===== src/sv/sst_pkg.sv =====
// sst_pkg: constants, codes and item types shared by the sorted site table.
// No dependencies.
package sst_pkg;

	localparam int CAPACITY       = 64;
	localparam int SITE_BITS      = 20;
	localparam int CNT_BITS       = $clog2(CAPACITY + 1);
	localparam int OPERAND_BITS   = 20;
	localparam int OUT_COUNT_BITS = 7;

	localparam logic [1:0] CMD_INSERT = 2'd0;
	localparam logic [1:0] CMD_DELETE = 2'd1;
	localparam logic [1:0] CMD_TEST   = 2'd2;

	localparam logic [1:0] STATUS_OK       = 2'd0;
	localparam logic [1:0] STATUS_BAD_RANK = 2'd1;
	localparam logic [1:0] STATUS_FULL     = 2'd2;

	typedef struct packed {
		logic [1:0]              cmd;
		logic [OPERAND_BITS-1:0] operand_value;
	} item_t;

	typedef struct packed {
		logic                      site_empty;
		logic [OUT_COUNT_BITS-1:0] entry_count;
		logic [1:0]                status;
	} result_t;

	typedef struct packed {
		logic capture;
		logic commit;
	} sst_ctrl_t;

endpackage


===== src/sv/sst_ctrl.sv =====
// sst_ctrl: two-state sequencer and handshake control of the sorted site table.
// Depends on sst_pkg.
module sst_ctrl
	import sst_pkg::*;
(
	input  logic      clk,
	input  logic      arst_n,
	input  logic      item_valid,
	output logic      item_stall,
	output logic      result_valid,
	input  logic      result_stall,
	output sst_ctrl_t ctrl
);

	localparam logic ST_IDLE   = 1'b0;
	localparam logic ST_UPDATE = 1'b1;

	logic state_q;
	logic state_d;
	logic valid_q;
	logic out_free;

	assign out_free     = !valid_q || !result_stall;
	assign item_stall   = (state_q != ST_IDLE);
	assign result_valid = valid_q;

	always_comb begin
		ctrl.capture = 1'b0;
		ctrl.commit  = 1'b0;
		state_d      = state_q;
		case (state_q)
			ST_IDLE: begin
				if (item_valid) begin
					ctrl.capture = 1'b1;
					state_d      = ST_UPDATE;
				end
			end
			ST_UPDATE: begin
				if (out_free) begin
					ctrl.commit = 1'b1;
					state_d     = ST_IDLE;
				end
			end
			default: begin
				state_d = ST_IDLE;
			end
		endcase
	end

	always_ff @(posedge clk or negedge arst_n) begin
		if (!arst_n) begin
			state_q <= ST_IDLE;
			valid_q <= 1'b0;
		end else begin
			state_q <= state_d;
			if (ctrl.commit) begin
				valid_q <= 1'b1;
			end else if (!result_stall) begin
				valid_q <= 1'b0;
			end
		end
	end

endmodule


===== src/sv/sst_datapath.sv =====
// sst_datapath: row of compare-and-shift cells, entry count and result register.
// Depends on sst_pkg.
module sst_datapath
	import sst_pkg::*;
(
	input  logic      clk,
	input  logic      arst_n,
	input  sst_ctrl_t ctrl,
	input  item_t     item,
	output result_t   result
);

	logic [SITE_BITS-1:0] cell_q [CAPACITY];
	logic [SITE_BITS-1:0] cell_d [CAPACITY];
	logic [CNT_BITS-1:0]  count_q;
	logic [CNT_BITS-1:0]  count_d;

	logic [CAPACITY-1:0]  gt_q, eq_q, dsh_q;
	logic [CAPACITY-1:0]  gt_d, eq_d, dsh_d;
	logic [1:0]           cmd_q;
	logic [SITE_BITS-1:0] site_q;
	logic                 full_q;
	logic                 bad_q;
	logic [SITE_BITS-1:0] site_d;
	logic                 full_d;
	logic                 bad_d;
	result_t              result_q;
	result_t              result_d;

	// compare every cell against the incoming item
	always_comb begin
		site_d = SITE_BITS'(item.operand_value);
		full_d = int'(count_q) >= CAPACITY;
		bad_d  = (item.operand_value == '0) || (int'(item.operand_value) > int'(count_q));
		for (int k = 0; k < CAPACITY; k++) begin
			gt_d[k]  = (k < int'(count_q)) && (cell_q[k] > site_d);
			eq_d[k]  = (k < int'(count_q)) && (cell_q[k] == site_d);
			dsh_d[k] = (k < CAPACITY - 1) && ((k + 1) < int'(count_q))
				&& ((k + 1) >= int'(item.operand_value));
		end
	end

	always_ff @(posedge clk) begin
		if (ctrl.capture) begin
			gt_q   <= gt_d;
			eq_q   <= eq_d;
			dsh_q  <= dsh_d;
			cmd_q  <= item.cmd;
			site_q <= site_d;
			full_q <= full_d;
			bad_q  <= bad_d;
		end
	end

	// shift cells and form the result
	always_comb begin
		count_d             = count_q;
		result_d.site_empty = 1'b0;
		result_d.status     = STATUS_OK;
		for (int k = 0; k < CAPACITY; k++) begin
			cell_d[k] = cell_q[k];
		end
		case (cmd_q)
			CMD_INSERT: begin
				if (full_q) begin
					result_d.status = STATUS_FULL;
				end else begin
					count_d = count_q + CNT_BITS'(1);
					for (int k = 0; k < CAPACITY; k++) begin
						if (k > 0 && gt_q[(k == 0) ? 0 : k - 1]) begin
							cell_d[k] = cell_q[(k == 0) ? 0 : k - 1];
						end else if (gt_q[k] || (k == int'(count_q))) begin
							cell_d[k] = site_q;
						end
					end
				end
			end
			CMD_DELETE: begin
				if (bad_q) begin
					result_d.status = STATUS_BAD_RANK;
				end else begin
					count_d = count_q - CNT_BITS'(1);
					for (int k = 0; k < CAPACITY; k++) begin
						if (dsh_q[k]) begin
							cell_d[k] = cell_q[(k == CAPACITY - 1) ? k : k + 1];
						end
					end
				end
			end
			CMD_TEST: begin
				result_d.site_empty = ~|eq_q;
			end
			default: begin
			end
		endcase
		result_d.entry_count = OUT_COUNT_BITS'(count_d);
	end

	always_ff @(posedge clk) begin
		if (ctrl.commit) begin
			for (int k = 0; k < CAPACITY; k++) begin
				cell_q[k] <= cell_d[k];
			end
			result_q <= result_d;
		end
	end

	always_ff @(posedge clk or negedge arst_n) begin
		if (!arst_n) begin
			count_q <= '0;
		end else if (ctrl.commit) begin
			count_q <= count_d;
		end
	end

	assign result = result_q;

endmodule


===== src/sv/sorted_site_table.sv =====
// sorted_site_table: ascending sorted table of sites with insert, delete by rank, test.
// Depends on sst_pkg, sst_ctrl, sst_datapath.
//
//   channel  payload   handshake                   width
//   item     item_t    item_valid / item_stall     22
//   result   result_t  result_valid / result_stall 10
//
// Each item is first compared against all cells, and the cells are then shifted when the item is committed.
// A new item is not accepted until the previous one is committed; a commit waits for a free result register.
// Reset empties the table at once; cell contents are not cleared.
// A stalled result holds the update of the next item until the result is taken.
module sorted_site_table
	import sst_pkg::*;
(
	input  logic    clk,
	input  logic    arst_n,
	input  logic    item_valid,
	output logic    item_stall,
	input  item_t   item,
	output logic    result_valid,
	input  logic    result_stall,
	output result_t result
);

	sst_ctrl_t ctrl;

	sst_ctrl u_ctrl (
		.clk          (clk),
		.arst_n       (arst_n),
		.item_valid   (item_valid),
		.item_stall   (item_stall),
		.result_valid (result_valid),
		.result_stall (result_stall),
		.ctrl         (ctrl)
	);

	sst_datapath u_datapath (
		.clk    (clk),
		.arst_n (arst_n),
		.ctrl   (ctrl),
		.item   (item),
		.result (result)
	);

endmodule

===== config.mk =====
export PLATFORM = sky130hd
export DESIGN_NAME = sorted_site_table
export DESIGN_NICKNAME = d
export VERILOG_FILES = /design/src/sv/sst_pkg.sv /design/src/sv/sst_ctrl.sv /design/src/sv/sst_datapath.sv /design/src/sv/sorted_site_table.sv
export SDC_FILE = /design/constraint.sdc
export NUM_CORES = 2
export LEC_CHECK = 0
export BUFFER_PORTS_ARGS = -buffer_cell sky130_fd_sc_hd__buf_2
export CAP_MARGIN = 40
export CORE_ASPECT_RATIO = 1.25
export CORE_MARGIN = 3
export CORE_UTILIZATION = 31
export CTS_CLUSTER_DIAMETER = 80
export DETAILED_ROUTE_END_ITERATION = 6
export GPL_TIMING_DRIVEN = 0
export SYNTH_ARGS = -nofsm -noshare
export SYNTH_HDL_FRONTEND = slang
export SYNTH_SLANG_ARGS = --single-unit

===== constraint.sdc =====
create_clock -name clk -period 29.4 [get_ports clk]
set_clock_uncertainty 0.15 [all_clocks]
set_input_delay 8.82 -clock clk [delete_from_list [all_inputs] [get_ports clk]]
set_output_delay 8.82 -clock clk [all_outputs]
set_load 0.01 [all_outputs]

==> key figures <==
Global routing
  – Global-route wire length before repair: 557000 um
  – GRT Residual Overflow: 0
  – GRT Overall Usage: 21.7%
  – Vias in the first global route: around 85000
  – Initial antenna violation count: 35
  – Largest net degree at the start of global routing: 45

Power
  – Psw: 2.07 mW
  – Comb pwr share: about 24%
  – Switching share of power: 32.5%
  – Clock power share: 34.8%
  – Leak pwr: 45.9 nW
  – Max IR drop VDD: 44.9 uV
  – Seq pwr share: 41.0%
  – Cell-internal power: 4.29 mW
  – Power density over cell area: 54.3 mW/mm^2
  – Tot Pwr: between 6 and 7 mW

Setup path
  – Reg-to-reg critical path endpoint: u_datapath.cell_q[1][334]$_DFFE_PP_
  – CP Launch Type: primary input
  – Reg2Reg Depth: 7
  – Worst Path Arrival: roughly 12000 ps
  – Worst reg-to-reg setup slack: 25390 ps
  – Crit path launch: item[1]
  – Req. time, crit path: 29820 ps
  – Worst setup path endpoint: u_datapath.gt_q[3]$_DFFE_PP_
  – CP Class: primary input to flop
  – Reg2Reg Launch Point: u_ctrl.item_stall$_DFF_PN0_
  – Setup crit end kind: flop
  – Critical Path Fanout Max: 36

Clock tree
  – Reg clk slew, reported paths: 50 ps
  – Sink Count: 1514
  – Clk_lat worst skew: roughly 880 ps
  – Hold-fix buffers, CTS: 0
  – Clock tree from TritonCTS: built
  – CTS root buffer: clkbuf_16
  – Clock Tree Buf Depth: 4
  – Post_cts resized: 0
  – # H-tree levels: 4
  – CTS buffer count: roughly 180
  – Setup bufs post-CTS: 0

Timing
  – Slew @ Worst Pin: 1010 ps
  – Peak Freq: 0.0844 GHz
  – Fin Setup TNS: 0 ps
  – Hold slack: about 340 ps
  – Max-slew headroom: ~32%
  – Final Hold Viols: 0
  – Minimum clock period: 11850 ps
  – Finish-stage setup viols: 0
  – RSZ-0062 raised after global routing: no
  – Fin worst setup slack: between 15000 and 20000 ps
  – Period utilization: 40.3%
  – Max Slew Vio Count: 0

Logic synthesis
  – Cell area after synthesis: 0.103 mm^2
  – Mapped Avg Cell Area: roughly 10 um^2
  – Yosys warns: 0
  – Post-synth ARST share: less than 1%
  – Adder-Cell Fraction of Synth Area: 15.7%
  – Primary FF master, synth: edfxtp_1
  – Syn Inst Count: roughly 10000
  – Synth top area share: 43.9%
  – Mapped Nets: 11319
  – Synth top area cells: edfxtp_1 (44%), ha_1 (16%), mux2i_1 (12%)
  – Synth area leader: edfxtp_1
  – Netlist cell types: 62
  – Combinational family with the most area after synthesis: adder cells
  – Post-synthesis sequential area ratio: 44.2%
  – XOR/XNOR Fraction of Synth Area: 0.102%
  – Mux share of post-synthesis cell area: 12.3%
  – Simple-Gate Fraction of Synth Area: 11.6%
  – Post-synth EDFFs: 1505
  – Synthesized flop and latch total: 1514
  – Post-synthesis compound-gate area fraction: 13.1%

Floorplan
  – Initial core utilization: 31.3%
  – Core box area: 0.329 mm^2
  – Site Rows: 235
  – Chip width: 521 um
  – Die Ht: 650 um
  – DIE AREA: 0.339 mm^2
  – I/O Pins: 38

Drt
  – Via Count: around 84000
  – Final wirelength: 383000 um
  – Wire per inst: 25.5 um
  – DRC Markers: 1
  – Detail Route Antenna Nets: 0
  – Drt pass-1 iters: 7
  – 1st-iter DRT viols: 7519
  – Vias/cell: 5.63

Cells and area
  – Layout cells sized above 1: 7.15%
  – Layout overhead on the synthesized area: 13.8%
  – Number of nets in the layout: roughly 12000
  – Final design utilization: 35.6%
  – Final-layout fill cell count: 33245
  – Final Cell Area: 0.117 mm^2
  – Fin cells: 14999

Status
  – Status: finished with violations
  – Failing checks: design-rule violations

Placement
  – Final GP Congestion: 0.988
  – Cell Count Post-Placement: 14628
  – Placed inst area: roughly 0.11 mm^2
  – Post-DP HPWL: 296000 um
  – Post-Place Setup Slack: 16790 ps
  – Port Buffer Count: 37

Flow run
  – MaxCap Viol Count: 0

Worst hold path
  – Hold WC Path Type: flop to flop
worst max-delay path: stages:
cell and delay, ps:
buf_2 160, inv_1 150, clkbuf_4 450, buf_12 280
buf_16 270, ha_1 280, nor2b_1 130, o211ai_1 140
a21boi_0 310, a2111oi_0 850, buf_2 270, a221oi_1 80
cell usage after synthesis, drive strengths merged, types with 15 or more instances:
master	instances
nand2	1599
edfxtp	1505
o21ai	1330
ha	1292
mux2i	1261
a21oi	677
clkbuf	451
nand4	259
nand3	252
nor2	224
inv	165
buf	162
a21o	122
nor3	94
nor4	84
nor2b	82
a2111oi	68
a21boi	63
o31ai	58
a31oi	36
and3	31
a311oi	24
nand2b	22
a211oi	21
and4	15
cells by family (layout without fill, tap and decap cells):
logic type,after synthesis,in the layout
buffers and inverters,782,1359
adders and majority gates,1292,1292
DFF,1514,1514
muxes,1262,1262
other,0,37
and+or+nand+nor,2696,2696
AOI/OAI and AO/OA,2443,2443
xor gates and xnor gates,12,12
layer usage:
layer  GRT usage, %  routed length (um)  vias up  share of wire (%)
li1               -                   -    38627                  -
met1           24.7              144000    41393                 38
met2           36.9              185000     3382                 48
met3           3.90               25500     1050                6.7
met4           14.8               28500       18                7.5
met5              0                 122        -              0.032
layout make-up:
class	instances	area (um^2)	area share, %
inverters	169	677	0.578
diodes	37	92.6	0.0791
well taps	4384	5490	4.69
repair buffers	250	2650	2.26
flip-flops and latches	1514	45400	38.8
multi-input cells	7705	54600	46.7
clock buffers	231	4890	4.18
plain buffers	613	2530	2.17
clock inverters	96	653	0.558
worst min-delay path by stage:
stage | from | end | slack (ps) | cells after the start
finish | u_ctrl.result_valid$_DFFE_PN0P_ | u_ctrl.result_valid$_DFFE_PN0P_ | 340 | 2
global route | u_ctrl.result_valid$_DFFE_PN0P_ | u_ctrl.result_valid$_DFFE_PN0P_ | 370 | 2
CTS | u_ctrl.result_valid$_DFFE_PN0P_ | u_ctrl.result_valid$_DFFE_PN0P_ | 340 | 2
detailed placement | u_ctrl.result_valid$_DFFE_PN0P_ | u_ctrl.result_valid$_DFFE_PN0P_ | 330 | 2
global placement | u_ctrl.result_valid$_DFFE_PN0P_ | u_ctrl.result_valid$_DFFE_PN0P_ | 320 | 2
floorplan | u_datapath.cell_q[1][620]$_DFFE_PP_ | u_datapath.cell_q[1][600]$_DFFE_PP_ | 370 | 2
power by group through the flow:
stage | combinational, mW | clock, mW | sequential [mW]
global route | 1.66 | 2.31 | 2.61
global placement | 1.43 | 0 | 2.70
floorplan | 0.957 | 0 | 2.64
detailed placement | 1.51 | 0 | 2.65
finish | 1.54 | 2.21 | 2.61
CTS | 1.51 | 2.23 | 2.60
state kept, by name, indices dropped and copies added, names as in the netlist:
name and flops:
u_ctrl.result_valid 1, u_datapath.cell_q 1280, u_datapath.full_q 1, u_datapath.eq_q 64, u_datapath.result 10, u_datapath.cmd_q 2, u_datapath.gt_q 64, u_datapath.count_q 7
u_datapath.dsh_q 63, u_ctrl.item_stall 1, u_datapath.site_q 20, u_datapath.bad_q 1
placed cells by master, fill, tap and decap left out, types with 10 or more instances in the layout:
master / instances
clkinv_2: 33
buf_8: 11
mux2i_1: 1261
clkinv_1: 46
a211oi_1: 21
nor2_1: 223
and3_1: 31
nand2b_1: 22
nor2b_1: 81
ha_1: 1292
and2_1: 10
clkbuf_1: 482
a31oi_1: 36
nand2_1: 1599
inv_4: 15
buf_6: 38
o31ai_1: 58
clkbuf_16: 189
buf_4: 117
edfxtp_1: 1505
buf_2: 200
nand3_1: 252
nor3_1: 29
a21boi_0: 63
nand4_1: 259
inv_1: 148
diode_2: 37
buf_16: 25
buf_12: 13
and4_1: 15
o21ai_0: 1330
a2111oi_0: 68
a21oi_1: 677
xnor2_1: 12
a311oi_1: 24
nor3_2: 65
a21o_1: 122
nor4_1: 82
o211ai_1: 12
Power figures use the tool's default switching activity.
